[config.mk]
export PLATFORM = sky130hd
export DESIGN_NAME = mhdq_ctrl
export DESIGN_NICKNAME = d
export VERILOG_FILES = /design/src/rtl/mhdq_pkg.sv /design/src/rtl/mhdq_ctrl.sv
export VERILOG_INCLUDE_DIRS = /design/src /design/src/rtl
export SDC_FILE = /design/constraint.sdc
export NUM_CORES = 1
export LEC_CHECK = 0
export ABC_AREA = 1
export BUFFER_PORTS_ARGS = -buffer_cell sky130_fd_sc_hd__buf_4
export CAP_MARGIN = 20
export CORE_MARGIN = 3
export CORE_UTILIZATION = 52
export DETAILED_ROUTE_END_ITERATION = 10
export GPL_TIMING_DRIVEN = 0
export MAX_ROUTING_LAYER = met4
export PLACE_DENSITY = 0.88
export RECOVER_POWER = 50
export REMOVE_ABC_BUFFERS = 1
export SLEW_MARGIN = 20
export SYNTH_ARGS = -nofsm -noshare
export SYNTH_HDL_FRONTEND = slang
export SYNTH_SLANG_ARGS = --single-unit
[constraint.sdc]
create_clock -name clk_i -period 8.3 [get_ports clk_i]
set_input_delay 2.075 -clock clk_i [delete_from_list [all_inputs] [get_ports clk_i]]
set_output_delay 2.075 -clock clk_i [all_outputs]
set_load 0.02 [all_outputs]
[src/rtl/max_heap_distance_queue_top_defines.svh]
// ----------------------------------------------------------------------------
// max_heap_distance_queue_top_defines
// Assertion macros used by the heap queue sequencer. They sample on clk_i and are
// disabled while rst_ni is low, so both names must exist where they are used.
// ----------------------------------------------------------------------------
`ifndef MAX_HEAP_DISTANCE_QUEUE_TOP_DEFINES_SVH
`define MAX_HEAP_DISTANCE_QUEUE_TOP_DEFINES_SVH

// property that must hold at every clock edge
`define MHDQ_ASSERT(lbl, prop, msg) \
  lbl: assert property (@(posedge clk_i) disable iff (!rst_ni) (prop)) \
    else $error(msg);

// condition in one cycle implies a consequence in the next
`define MHDQ_ASSERT_NEXT(lbl, pre, post, msg) \
  lbl: assert property (@(posedge clk_i) disable iff (!rst_ni) (pre) |=> (post)) \
    else $error(msg);

`endif

[src/rtl/mhdq_pkg.sv]
// ----------------------------------------------------------------------------
// mhdq_pkg
// Shared widths, codes and the result type of the distance heap queue.
// ----------------------------------------------------------------------------
`default_nettype none

package mhdq_pkg;

  // default sizing
  localparam int unsigned HeapDepthDflt = 256;
  localparam int unsigned IndexBitsDflt = 20;

  // fixed field widths of the request and result channels
  localparam int unsigned KeyW = 32;
  localparam int unsigned IdxW = 20;
  localparam int unsigned CntW = 9;
  localparam int unsigned ErrW = 2;

  // command codes
  localparam logic CMD_PUSH    = 1'b0;
  localparam logic CMD_REPLACE = 1'b1;

  // error codes
  localparam logic [ErrW-1:0] ERR_OK    = 2'd0;
  localparam logic [ErrW-1:0] ERR_FULL  = 2'd1;
  localparam logic [ErrW-1:0] ERR_EMPTY = 2'd2;

  // one result as handed from the sequencer to the output stage
  typedef struct packed {
    logic [KeyW-1:0] top_key;
    logic [IdxW-1:0] top_index;
    logic [CntW-1:0] entry_count;
    logic [ErrW-1:0] error_code;
  } res_t;

endpackage

`default_nettype wire

[src/rtl/mhdq_ctrl.sv]
// ----------------------------------------------------------------------------
// mhdq_ctrl
// Sift sequencer: walks the heap one level per read and compare state pair,
// reading parent or children from the entry store and writing the displaced
// entry back.
`default_nettype none
`include "max_heap_distance_queue_top_defines.svh"

module mhdq_ctrl #(
  parameter int unsigned HEAP_DEPTH = mhdq_pkg::HeapDepthDflt,
  parameter int unsigned INDEX_BITS = mhdq_pkg::IndexBitsDflt
) (
  input  wire logic                                     clk_i,
  input  wire logic                                     rst_ni,
  // request side
  input  wire logic                                     in_valid_i,
  output logic                                          in_ready_o,
  input  wire logic                                     command_i,
  input  wire logic [mhdq_pkg::KeyW-1:0]                new_key_i,
  input  wire logic [mhdq_pkg::IdxW-1:0]                new_index_i,
  // result side
  output logic                                          res_valid_o,
  input  wire logic                                     res_ready_i,
  output mhdq_pkg::res_t                                res_o,
  // entry store
  output logic                                          mem_we_o,
  output logic [$clog2(HEAP_DEPTH)-1:0]                 mem_waddr_o,
  output logic [mhdq_pkg::KeyW+INDEX_BITS-1:0]          mem_wdata_o,
  output logic                                          mem_re_o,
  output logic [$clog2(HEAP_DEPTH)-1:0]                 mem_raddr_a_o,
  output logic [$clog2(HEAP_DEPTH)-1:0]                 mem_raddr_b_o,
  input  wire logic [mhdq_pkg::KeyW+INDEX_BITS-1:0]     mem_rdata_a_i,
  input  wire logic [mhdq_pkg::KeyW+INDEX_BITS-1:0]     mem_rdata_b_i
);
  import mhdq_pkg::*;

  localparam int unsigned AddrW = $clog2(HEAP_DEPTH);
  localparam int unsigned CntIW = $clog2(HEAP_DEPTH + 1);
  localparam int unsigned ChW   = AddrW + 2;
  localparam int unsigned EntW  = KeyW + INDEX_BITS;

  // sequencer states
  localparam logic [2:0] S_IDLE = 3'd0;
  localparam logic [2:0] S_UP   = 3'd1;
  localparam logic [2:0] S_UPC  = 3'd2;
  localparam logic [2:0] S_DN   = 3'd3;
  localparam logic [2:0] S_DNC  = 3'd4;
  localparam logic [2:0] S_FIN  = 3'd5;

  logic [2:0]       state_q, state_d;
  logic [CntIW-1:0] count_q, count_d;
  logic [AddrW-1:0] pos_q, pos_d;
  logic [EntW-1:0]  cur_q, cur_d;
  logic [EntW-1:0]  root_q, root_d;
  logic [ErrW-1:0]  err_q, err_d;
  logic             rvld_q, rvld_d;

  logic [ChW-1:0]   lc, rc, cnt_ext;
  logic             l_ok, r_ok, full;
  logic [AddrW-1:0] parent, l_addr, r_addr;
  logic [KeyW-1:0]  a_key, b_key, cur_key, best_key;
  logic             take_l, take_r;
  logic [EntW-1:0]  entry_in;

  // neighbour addresses of the current position
  assign lc      = {1'b0, pos_q, 1'b1};
  assign rc      = lc + ChW'(1);
  assign cnt_ext = ChW'(count_q);
  assign l_ok    = lc < cnt_ext;
  assign r_ok    = rc < cnt_ext;
  assign l_addr  = lc[AddrW-1:0];
  assign r_addr  = rc[AddrW-1:0];
  assign parent  = (pos_q - AddrW'(1)) >> 1;
  assign full    = count_q == CntIW'(HEAP_DEPTH);

  // key compares: left child wins only when strictly greater, right only when
  // strictly greater than the winner so far
  assign a_key    = mem_rdata_a_i[EntW-1 -: KeyW];
  assign b_key    = mem_rdata_b_i[EntW-1 -: KeyW];
  assign cur_key  = cur_q[EntW-1 -: KeyW];
  assign take_l   = a_key > cur_key;
  assign best_key = take_l ? a_key : cur_key;
  assign take_r   = rvld_q && (b_key > best_key);

  assign entry_in = {new_key_i, INDEX_BITS'(new_index_i)};

  // sequencer
  always_comb begin
    state_d       = state_q;
    count_d       = count_q;
    pos_d         = pos_q;
    cur_d         = cur_q;
    err_d         = err_q;
    rvld_d        = rvld_q;
    in_ready_o    = 1'b0;
    res_valid_o   = 1'b0;
    mem_we_o      = 1'b0;
    mem_waddr_o   = pos_q;
    mem_wdata_o   = cur_q;
    mem_re_o      = 1'b0;
    mem_raddr_a_o = l_addr;
    mem_raddr_b_o = r_addr;
    case (state_q)
      S_IDLE: begin
        in_ready_o = 1'b1;
        if (in_valid_i) begin
          err_d = ERR_OK;
          cur_d = entry_in;
          if (command_i == CMD_PUSH) begin
            if (full) begin
              err_d   = ERR_FULL;
              state_d = S_FIN;
            end else begin
              pos_d   = AddrW'(count_q);
              count_d = count_q + CntIW'(1);
              state_d = S_UP;
            end
          end else begin
            if (count_q == '0) begin
              err_d   = ERR_EMPTY;
              state_d = S_FIN;
            end else begin
              pos_d   = '0;
              state_d = S_DN;
            end
          end
        end
      end
      S_UP: begin
        if (pos_q == '0) begin
          mem_we_o = 1'b1;
          state_d  = S_FIN;
        end else begin
          mem_re_o      = 1'b1;
          mem_raddr_a_o = parent;
          state_d       = S_UPC;
        end
      end
      S_UPC: begin
        mem_we_o = 1'b1;
        if (a_key >= cur_key) begin
          state_d = S_FIN;
        end else begin
          mem_wdata_o = mem_rdata_a_i;
          pos_d       = parent;
          state_d     = S_UP;
        end
      end
      S_DN: begin
        if (!l_ok) begin
          mem_we_o = 1'b1;
          state_d  = S_FIN;
        end else begin
          mem_re_o = 1'b1;
          rvld_d   = r_ok;
          state_d  = S_DNC;
        end
      end
      S_DNC: begin
        mem_we_o = 1'b1;
        if (take_r) begin
          mem_wdata_o = mem_rdata_b_i;
          pos_d       = r_addr;
          state_d     = S_DN;
        end else if (take_l) begin
          mem_wdata_o = mem_rdata_a_i;
          pos_d       = l_addr;
          state_d     = S_DN;
        end else begin
          state_d = S_FIN;
        end
      end
      S_FIN: begin
        res_valid_o = 1'b1;
        if (res_ready_i) begin
          state_d = S_IDLE;
        end
      end
      default: begin
        state_d = S_IDLE;
      end
    endcase
  end

  // shadow copy of the root, kept in step with every write to entry zero
  always_comb begin
    root_d = root_q;
    if (mem_we_o && (mem_waddr_o == '0)) begin
      root_d = mem_wdata_o;
    end
  end

  // control registers
  always_ff @(posedge clk_i or negedge rst_ni) begin
    if (!rst_ni) begin
      state_q <= S_IDLE;
      count_q <= '0;
      err_q   <= ERR_OK;
      rvld_q  <= 1'b0;
    end else begin
      state_q <= state_d;
      count_q <= count_d;
      err_q   <= err_d;
      rvld_q  <= rvld_d;
    end
  end

  // payload registers
  always_ff @(posedge clk_i) begin
    pos_q  <= pos_d;
    cur_q  <= cur_d;
    root_q <= root_d;
  end

  // result; an empty heap reports a zero top
  always_comb begin
    res_o.top_key     = (count_q != '0) ? root_q[EntW-1 -: KeyW] : '0;
    res_o.top_index   = (count_q != '0) ? IdxW'(root_q[INDEX_BITS-1:0]) : '0;
    res_o.entry_count = CntW'(count_q);
    res_o.error_code  = err_q;
  end

  // checks
  `MHDQ_ASSERT(a_count_range, count_q <= CntIW'(HEAP_DEPTH), "entry count beyond heap depth")
  `MHDQ_ASSERT(a_write_in_sift,
    !mem_we_o || state_q == S_UP || state_q == S_UPC || state_q == S_DN || state_q == S_DNC,
    "entry store written outside a sift")
  `MHDQ_ASSERT_NEXT(a_full_dropped,
    in_valid_i && in_ready_o && command_i == CMD_PUSH && full,
    count_q == $past(count_q) && err_q == ERR_FULL && state_q == S_FIN,
    "push on full heap not dropped")
  `MHDQ_ASSERT_NEXT(a_empty_dropped,
    in_valid_i && in_ready_o && command_i == CMD_REPLACE && count_q == '0,
    count_q == '0 && err_q == ERR_EMPTY && state_q == S_FIN,
    "replace on empty heap not dropped")

endmodule

`default_nettype wire

==> reports/qor.csv, run 1 <==
metric;value;unit
status;finished with violations;
violated checks;max-capacitance violations, max-slew violations;
CP Launch Type;input pin;
EDFF count, synth;112;
starting density of the core;0.541;
synth cell count leaders;nand2_1, inv_1, nor2_1;
post-place instance area;0.0121;mm^2
Crit Path Class;in -> out;
Vias per Instance;5.66;
die height;141;um
Routed WL;33700;um
worst vdd rail ir drop;0.390;mV
Skew-Pair Late Insertion Delay;0.42;ns
io pins;304;
first-pass GRT wire length;50600;um
crit-path max cell delay;0.33;ns
Final Hold Vio Count;0;
final setup TNS;0;ns
Unique masters post-synth;43;
vias in the first global route;9936;
min cycle time layout;8.24;ns
Synth Instances;1241;
Longest Clk Path Bufs;2;
Std-Cell Rows;48;
ys flop type;edfxtp_1;
Synth Warn #;0;
remaining antenna violation count;0;
dominant cell type by area after synthesis;edfxtp_1;
final hold slack;0.516;ns
Seq cells post-synth;127;
Synth async-reset ratio;0.118;
Final Non-Filler Cells;1796;
Lkg Pwr;6.39;nW
cell area after layout;0.0129;mm^2
nets;1801;
Data required, critical path;6.23;ns
Worst Path Arrival;6.17;ns
CTS Buf Count;17;
Syn Std Cell Area;0.00952;mm^2
Pre-antenna DRT Iters;8;
most used cell, CP;nand2_1;
most common cell in the synthesized netlist;nand2_1;
Num Clock Sinks;127;
clk root buf;clkbuf_16;
# placed instances;1734;
CP max stage cell;nor4_4;
CP top delay family;simple AND/OR/NAND/NOR gates;
CTS clk-pin slew, worst paths;0.06;ns
worst rel slew slack;-0.191;
Area contributors post-synth;edfxtp_1, nand2_1, ha_1, inv_1, nand3_1;
CP Capture Type;output pin;
Critical path origin;mem_rdata_a_i[51];
Setup Skew;0.00940;ns
Detailed Route Iter0 Violations;1038;
share of layout cells above drive strength 1;0.257;
wire per inst;18.8;um
PortBufs;302;
post-route setup slack;0.0583;ns
drt drc;0;
antenna violations before repair;2;
buffer and inverter count on the worst path;5;
worst hold start;count_q[8];
Syn Area/Cell;7.67;um^2
Min-Delay Path Class;reg -> reg;
worst slack, placed;-1.45;ns
GRT Total Usage;0.330;
Worst Max-Slew Pin Slew;1.78;ns
Overall Power;3.99;mW
global route overflow;0;
placed wire-length estimate;22900;um
Area Overhead vs Synth;35.6;%
die area;0.0200;mm^2
Pwr Density;309;mW/mm^2
Core Region;0.0176;mm^2
Fill cells;1323;
setup violators final;0;
final slew viol count;18;
worst r2r src;cur_q[51];
max-cap viol count;1;
final core utilization;0.734;
CP Max Fanout;25;
post-synthesis sequential area ratio;0.393;
H-Tree Depth;4;
largest net degree at the start of global routing;55;
CTS tree;yes;
GP Congestion;0.902;
vias post-DR;10200;
area share of the largest cell type after synthesis;0.353;
maximum clock rate;121;MHz
Die X;141;um
Tcrit/Tclk final;0.993;
[cell families after synthesis]
kind of cell	after synthesis	synth area share
fa+ha+maj	84	0.110
compound gates	115	0.0650
flops	127	0.393
buf+inv	240	0.102
xor+xnor	19	0.0175
simple gates	655	0.312
other cells	1	0.000394
[worst paths after layout]
check,to,slack [ns],cells after the start
max,mem_wdata_o[49],0.06,27
min,count_q[8],0.52,1
max reg2reg,mem_waddr_o[5],3.54,25
min reg2reg,count_q[8],0.52,1
max in group asynchronous,rvld_q,5.92,1
min in group asynchronous,err_q[0],1.79,1
[power breakdown]
group          internal [mW]  switching (mW)
Clock                  0.467           0.291
Sequential             0.870           0.108
Combinational          0.810            1.44
[repair_timing]
item,CTS,global route
resized for setup,18,22
cloned,5,3
pin swaps,6,12
endpoints found under the setup margin,52,52
buffers inserted,7,13
hold endpoints to repair,0,0
hold buffers,0,0
[cell usage in the layout, fill, tap and decap left out, types with 5 or more instances in the layout]
master	n
clkbuf_1	25
and2_1	12
nor3_1	8
dfrtp_1	15
nor2_1	114
nand4_1	34
o21ai_0	27
inv_1	193
o21ai_1	9
nand2_2	6
xor2_1	19
clkbuf_4	54
buf_4	245
clkbuf_16	17
clkinvlp_4	5
nand3_2	5
edfxtp_1	112
nor2_4	9
nand2_8	7
ha_1	84
a21oi_1	62
or2_2	15
nand2_1	313
nand3b_1	13
nand2_4	9
nand3_1	103
[per-layer routing]
metal | routed length [um] | up-vias | GRT usage
met2 | 16500 | 675 | 0.542
li1 | - | 4700 | -
met3 | 3660 | 121 | 0.0664
met5 | 0 | - | -
met1 | 12300 | 4676 | 0.396
met4 | 1200 | 0 | 0.146
[final cells by class]
| class | count | area, um^2 | share of cell area |
|---|---|---|---|
| inverters | 199 | 763 | 0.0591 |
| repair buffers | 329 | 2490 | 0.193 |
| well taps | 225 | 282 | 0.0218 |
| clock inverters | 13 | 146 | 0.0113 |
| clock buffers | 19 | 433 | 0.0335 |
| flip-flops and latches | 127 | 3740 | 0.289 |
| diodes | 2 | 5.00 | 0.000388 |
| multi-input cells | 882 | 5060 | 0.392 |
[flip-flops by register name, summed over array words and instances, names as in the netlist]
signal	flops
mem_waddr_o	8
err_q	2
rvld_q	1
root_q	52
count_q	9
cur_q	52
state_q	3
Note: power is estimated with default switching activity, not from simulation.
==> inputs of run 2 (changes only) <==
==> constraint.sdc (replaced) <==
create_clock -name clk_i -period 8.3 [get_ports clk_i]
set_input_delay 1.66 -clock clk_i [delete_from_list [all_inputs] [get_ports clk_i]]
set_output_delay 1.66 -clock clk_i [all_outputs]
set_load 0.02 [all_outputs]
==> reports/qor.csv, run 2 (synthesis gave the netlist of run 1 again) <==
metric;value;unit;change
CTS tree;yes;;
GP Congestion;0.902;;unchanged
CP Launch Type;input pin;;
placed wire-length estimate;22900;um;unchanged
Top Registers;cur_q x52, root_q x52, count_q x9;;
drt drc;0;;unchanged
crit-path cells;buf_4 -> ha_1 -> nand2_1 -> nor2_1 -> nand2_1 -> nand2_1 -> nand2_1 -> nand2_1 -> nand2_1 -> nand2_8 -> nand2_8 -> o21ai_0 -> inv_1 -> ha_1 -> nand4_1 -> nor3_1 -> and3_1 -> a21oi_1 -> nand2_4 -> nand2_1 -> inv_4 -> nand2_1 -> nand4_1 -> buf_4;;
worst rel slew slack;-0.147;;+0.0442
violated checks;max-capacitance violations, max-slew violations;;
max-cap viol count;1;;unchanged
worst vdd rail ir drop;0.404;mV;+3.5%
worst slack, placed;-0.621;ns;+0.830 ns
remaining antenna violation count;0;;unchanged
H-Tree Depth;4;;unchanged
Tcrit/Tclk final;0.956;;-0.0373
Vias per Instance;5.60;;-1.1%
post-route setup slack;0.367;ns;+0.309 ns
Num Clock Sinks;127;;unchanged
clk root buf;clkbuf_16;;
CP max stage cell;a21oi_1;;
CP Capture Type;output pin;;
GRT Total Usage;0.317;;-0.0130
Worst Max-Slew Pin Slew;1.71;ns;-0.0661 ns
final slew viol count;18;;unchanged
Setup Skew;0.00967;ns;+0.000266 ns
setup violators final;0;;unchanged
Pre-antenna DRT Iters;5;;-3
io pins;304;;unchanged
share of layout cells above drive strength 1;0.234;;-0.0232
first-pass GRT wire length;48800;um;-3.5%
die area;0.0200;mm^2;unchanged
vias in the first global route;9715;;-2.2%
wire per inst;18.1;um;-3.5%
CTS Buf Count;17;;unchanged
Pwr Density;309;mW/mm^2;about the same
Area Overhead vs Synth;31.5;%;
Crit Path Class;in -> out;;
hold bufs inserted after CTS;0;;unchanged
crit-path max cell delay;0.44;ns;+0.11 ns
Lkg Pwr;6.22;nW;-2.7%
PortBufs;302;;unchanged
die height;141;um;unchanged
largest net degree at the start of global routing;55;;unchanged
leading cell types in the layout, fill and taps excluded;nand2_1, buf_4, inv_1;;
Longest Clk Path Bufs;2;;unchanged
maximum clock rate;126;MHz;+3.9%
commonest non-fill, non-tap cell in the layout;nand2_1;;
vias post-DR;9924;;-2.4%
Die X;141;um;unchanged
min cycle time layout;7.93;ns;-0.309 ns
Routed WL;32100;um;-4.8%
status;finished with violations;;
Min-Delay Path Class;reg -> reg;;
Data required, critical path;6.64;ns;+0.41 ns
Final Hold Vio Count;0;;unchanged
antenna violations before repair;2;;unchanged
nets;1777;;-1.3%
Std-Cell Rows;48;;unchanged
starting density of the core;0.541;;unchanged
final core utilization;0.712;;-0.0224
global route overflow;0;;unchanged
Skew-Pair Late Insertion Delay;0.41;ns;about the same
CP Max Fanout;34;;+36%
Overall Power;3.87;mW;-3.0%
Detailed Route Iter0 Violations;981;;-5.5%
most used cell, CP;nand2_1;;
Worst Path Arrival;6.27;ns;+0.10 ns
Core Region;0.0176;mm^2;unchanged
CTS clk-pin slew, worst paths;0.06;ns;about the same
==> run 2: cell types whose count changed in the layout (fill, tap and decap cells not counted), sizes merged <==
cell,before,now
nand2,335,329
clkinv,8,7
clkbuf,96,97
buf,252,233
inv,196,197
==> run 2: path summary, 6_finish.rpt <==
| path | from | slack, ns | end | cells after the start |
|---|---|---|---|---|
| min | count_q[8] | 0.52 | count_q[8] | 1 |
| min reg2reg | count_q[8] | 0.52 | count_q[8] | 1 |
| max | mem_rdata_a_i[27] | 0.37 | mem_wdata_o[49] | 24 |
| max in group asynchronous | rst_ni | 6.35 | rvld_q | 1 |
| max reg2reg | cur_q[27] | 3.21 | mem_waddr_o[5] | 22 |
| min in group asynchronous | rst_ni | 1.37 | err_q[0] | 1 |
==> run 2: repair_timing <==
| item | in CTS | in global routing |
|---|---|---|
| pin swaps | 1 | 2 |
| setup buffers | 0 | 2 |
| endpoints found under the setup margin | 52 | 40 |
| gates resized for setup | 2 | 6 |
| cloned | 1 | 1 |
==> run 2: metrics by stage <==
stage / TNS, ns / instances / hold slack [ns] / instance area [um^2]
2_1_floorplan: 0 / 1200 / 0.504 / 9290
3_3_place_gp: -36.74 / 1727 / 0.490 / 11800
3_5_place_dp: -21.96 / 1734 / 0.502 / 12100
4_1_cts: 0 / 1767 / 0.520 / 12700
5_1_grt: -0.00783 / 1772 / 0.528 / 12500
6_report: 0 / 1772 / 0.516 / 12500
==> run 2: cell type report <==
type	instances	area, um^2
Fill cell	1387	5080
Multi-Input combinational cell	876	4850
Sequential cell	127	3740
Timing Repair Buffer	311	2310
Inverter	199	753
Clock buffer	19	433
Tap cell	225	282
Clock inverter	13	146
Antenna cell	2	5.00
==> run 2: critical path: cells and delay by family <==
family / cells / cell delay, ns
and+or+nand+nor: 16 / 2.64
adders and majority gates: 2 / 0.59
AOI/OAI and AO/OA: 2 / 0.74
buffers and inverters: 4 / 0.61
==> run 2: layer usage <==
layer | wire length [um] | vias to the layer above | track usage | part of all wire
li1 | - | 4653 | - | -
met1 | 11800 | 4543 | 0.377 | 0.37
met2 | 15700 | 620 | 0.527 | 0.49
met3 | 3430 | 108 | 0.0640 | 0.11
met4 | 1240 | 0 | 0.135 | 0.039
met5 | 0 | - | - | 0
==> run 2: power by group <==
| part | internal [mW] | switching (mW) |
|---|---|---|
| clock network | 0.467 | 0.288 |
| logic | 0.749 | 1.39 |
| registers | 0.870 | 0.108 |
| total | 2.09 | 1.78 |
==> inputs of run 3 (changes only) <==
Settings changed: ABC_AREA 1 to unset, PLACE_DENSITY 0.88 to 0.89.
==> reports/qor.csv, run 3 <==
metric;value;unit;change
status;finished with violations;;
violated checks;max-capacitance violations, max-slew violations;;
Hold Crit Depth;2;;+1
Syn Area/Cell;10.0;um^2;+30%
GRT Total Usage;0.304;;-0.0138
final hold slack;0.479;ns;-0.0367 ns
clk root buf;clkbuf_16;;
setup violators final;0;;unchanged
Skew-Pair Late Insertion Delay;0.42;ns;about the same
first-pass GRT wire length;45900;um;-6.1%
Top Registers;cur_q x52, root_q x52, count_q x9;;
Crit Path Class;in -> out;;
CTS tree;yes;;
final core utilization;0.719;;+0.00700
remaining antenna violation count;0;;unchanged
Reg-to-Reg End;mem_waddr_o[0];;
largest net degree at the start of global routing;55;;unchanged
Worst R2R Path Depth;16;;-27%
vias in the first global route;8638;;-11%
Routed WL;29700;um;-7.4%
dominant cell type by area after synthesis;edfxtp_1;;
Vias per Instance;5.73;;+2.3%
CTS clk-pin slew, worst paths;0.06;ns;about the same
Lkg Pwr;5.79;nW;-7.0%
Unique masters post-synth;68;;+58%
leading cell types in the layout, fill and taps excluded;buf_4, inv_1, edfxtp_1;;
synth cell count leaders;inv_1, edfxtp_1, mux2i_1;;
CP Capture Type;output pin;;
Synth Instances;931;;-25%
Area contributors post-synth;edfxtp_1, ha_1, mux2i_1, inv_1, dfrtp_1;;
Data required, critical path;6.64;ns;about the same
EDFF count, synth;112;;unchanged
Seq cells post-synth;127;;unchanged
most common cell in the synthesized netlist;inv_1;;
Detailed Route Iter0 Violations;438;;-55%
post-synthesis sequential area ratio;0.401;;+0.00854
wire per inst;20.2;um;+12%
H-Tree Depth;4;;unchanged
area share of the largest cell type after synthesis;0.361;;+0.00768
Synth async-reset ratio;0.118;;unchanged
ys flop type;edfxtp_1;;
die height;140;um;-1.0%
worst r2r src;cur_q[35];;
CP Max Fanout;25;;-26%
starting density of the core;0.535;;-0.00604
Worst Max-Slew Pin Slew;3.39;ns;+1.68 ns
PortBufs;302;;unchanged
Final Hold Vio Count;0;;unchanged
Reg area;0.00374;mm^2;unchanged
final slew viol count;83;;+65
placed wire-length estimate;22500;um;-1.6%
Area Overhead vs Synth;34.3;%;
vias post-DR;8421;;-15%
CTS Buf Count;17;;unchanged
min cycle time layout;8.06;ns;+0.129 ns
max-cap viol count;2;;+1
Pwr Density;285;mW/mm^2;-7.7%
worst vdd rail ir drop;0.164;mV;-59%
worst rel slew slack;-1.26;;-1.11
Pre-antenna DRT Iters;5;;unchanged
antenna violations before repair;1;;-1
io pins;304;;unchanged
Die X;140;um;-1.0%
multi-input logic area;0.00501;mm^2;+3.3%
Num Clock Sinks;127;;unchanged
Std-Cell Rows;48;;unchanged
Syn Std Cell Area;0.00932;mm^2;-2.1%
Hold EP;err_q[1];;
commonest non-fill, non-tap cell in the layout;buf_4;;
Fill cells;1306;;-5.8%
die area;0.0196;mm^2;-2.0%
global route overflow;0;;unchanged
final setup TNS;0;ns;unchanged
CP Launch Type;input pin;;
maximum clock rate;124;MHz;-1.6%
GP Congestion;0.966;;+7.1%
Min-Delay Path Class;reg -> reg;;
Core Region;0.0174;mm^2;-1.0%
Setup Skew;0.0125;ns;+0.00280 ns
Synth Warn #;0;;unchanged
share of layout cells above drive strength 1;0.301;;+0.0678
worst hold start;err_q[1];;
RSZ-0062 raised after global routing;false;;
Worst Path Arrival;6.40;ns;+0.13 ns
FF-to-FF setup slack;3.02;ns;-0.19 ns
drt drc;0;;unchanged
worst slack, placed;-0.245;ns;+0.375 ns
post-route setup slack;0.239;ns;-0.129 ns
Critical path origin;mem_rdata_a_i[35];;
nets;1476;;-17%
Longest Clk Path Bufs;2;;unchanged
Tcrit/Tclk final;0.971;;+0.0155
hold bufs inserted after CTS;0;;unchanged
==> run 3: cell types whose count changed after synthesis, sizes merged, moves of 15 or more <==
| cell | previous run | this run |
|---|---|---|
| nand3 | 108 | 14 |
| a211o | 0 | 20 |
| nor2b | 0 | 56 |
| nand4 | 34 | 17 |
| o221ai | 2 | 37 |
| mux2 | 0 | 21 |
| mux2i | 0 | 85 |
| nand2 | 327 | 69 |
| nor2 | 126 | 70 |
| xnor2 | 0 | 15 |
| a21oi | 64 | 33 |
| inv | 198 | 120 |
==> run 3: worst max-delay path, cell delays in order <==
cell and delay, ns:
buf_4 0.12, ha_1 0.31, nand4_1 0.20, or4_1 0.67
o22ai_4 0.38, buf_16 0.23, mux2i_2 0.29, ha_1 0.20
nand4_1 0.25, or4_1 0.59, o21ai_1 0.24, a21oi_4 0.11
o21ai_4 0.19, buf_8 0.19, buf_16 0.19, nor2_1 0.06
a211o_1 0.31, buf_4 0.17
==> run 3: routing by layer <==
layer	part of all wire	up-vias	track usage	routed length, um
li1	-	3950	-	-
met1	0.39	4033	0.354	11700
met5	0	-	-	0
met2	0.51	383	0.517	15100
met4	0.031	0	0.120	920
met3	0.068	55	0.0595	2030
==> run 3: area by class of cell <==
class	instances	share of cell area
repair buffers	327	0.197
diodes	1	0.000200
clock inverters	14	0.0114
well taps	225	0.0225
inverters	120	0.0361
flip-flops and latches	127	0.299
multi-input cells	638	0.400
clock buffers	18	0.0343
==> run 3: power by group <==
group          leakage (nW)  total, mW  internal, mW  switching (mW)
Sequential             1.21      0.998         0.858           0.140
Clock                 0.266      0.734         0.441           0.293
Combinational          4.31       1.84         0.776            1.06
Total                  5.79       3.57          2.07            1.49
==> run 3: metrics by stage <==
stage	area [um^2]	std cells	power (mW)
global route	12500	1470	3.77
CTS	12600	1467	3.58
finish	12500	1470	3.57
floorplan	9080	885	2.13
detailed placement	12000	1434	2.83
global placement	11600	1412	2.79
==> run 3: cell families after synthesis <==
group | synth area share
adder cells (fa/ha/maj) | 0.113
AO/OA/AOI/OAI | 0.124
multiplexers | 0.123
other | 0.000402
buffers and inverters | 0.0737
XOR/XNOR | 0.0244
AND/OR/NAND/NOR | 0.140
flip-flops | 0.401
==> run 3: worst max-delay path by stage <==
stage                            endpoint  slack [ns]  depth (start not counted)
after floorplan            mem_wdata_o[0]       -3.20                         12
after global placement    mem_wdata_o[19]       -6.82                         14
after detailed placement  mem_wdata_o[47]       -0.25                         19
after CTS                 mem_wdata_o[35]        0.02                         19
after global routing       mem_wdata_o[4]       0.008                         21
final                      mem_wdata_o[4]        0.24                         18
==> run 3: timing repair <==
item	4_1_cts	5_1_grt
endpoints found under the setup margin	52	52
pin swaps	2	4
setup buffers	1	2
resized for setup	2	13
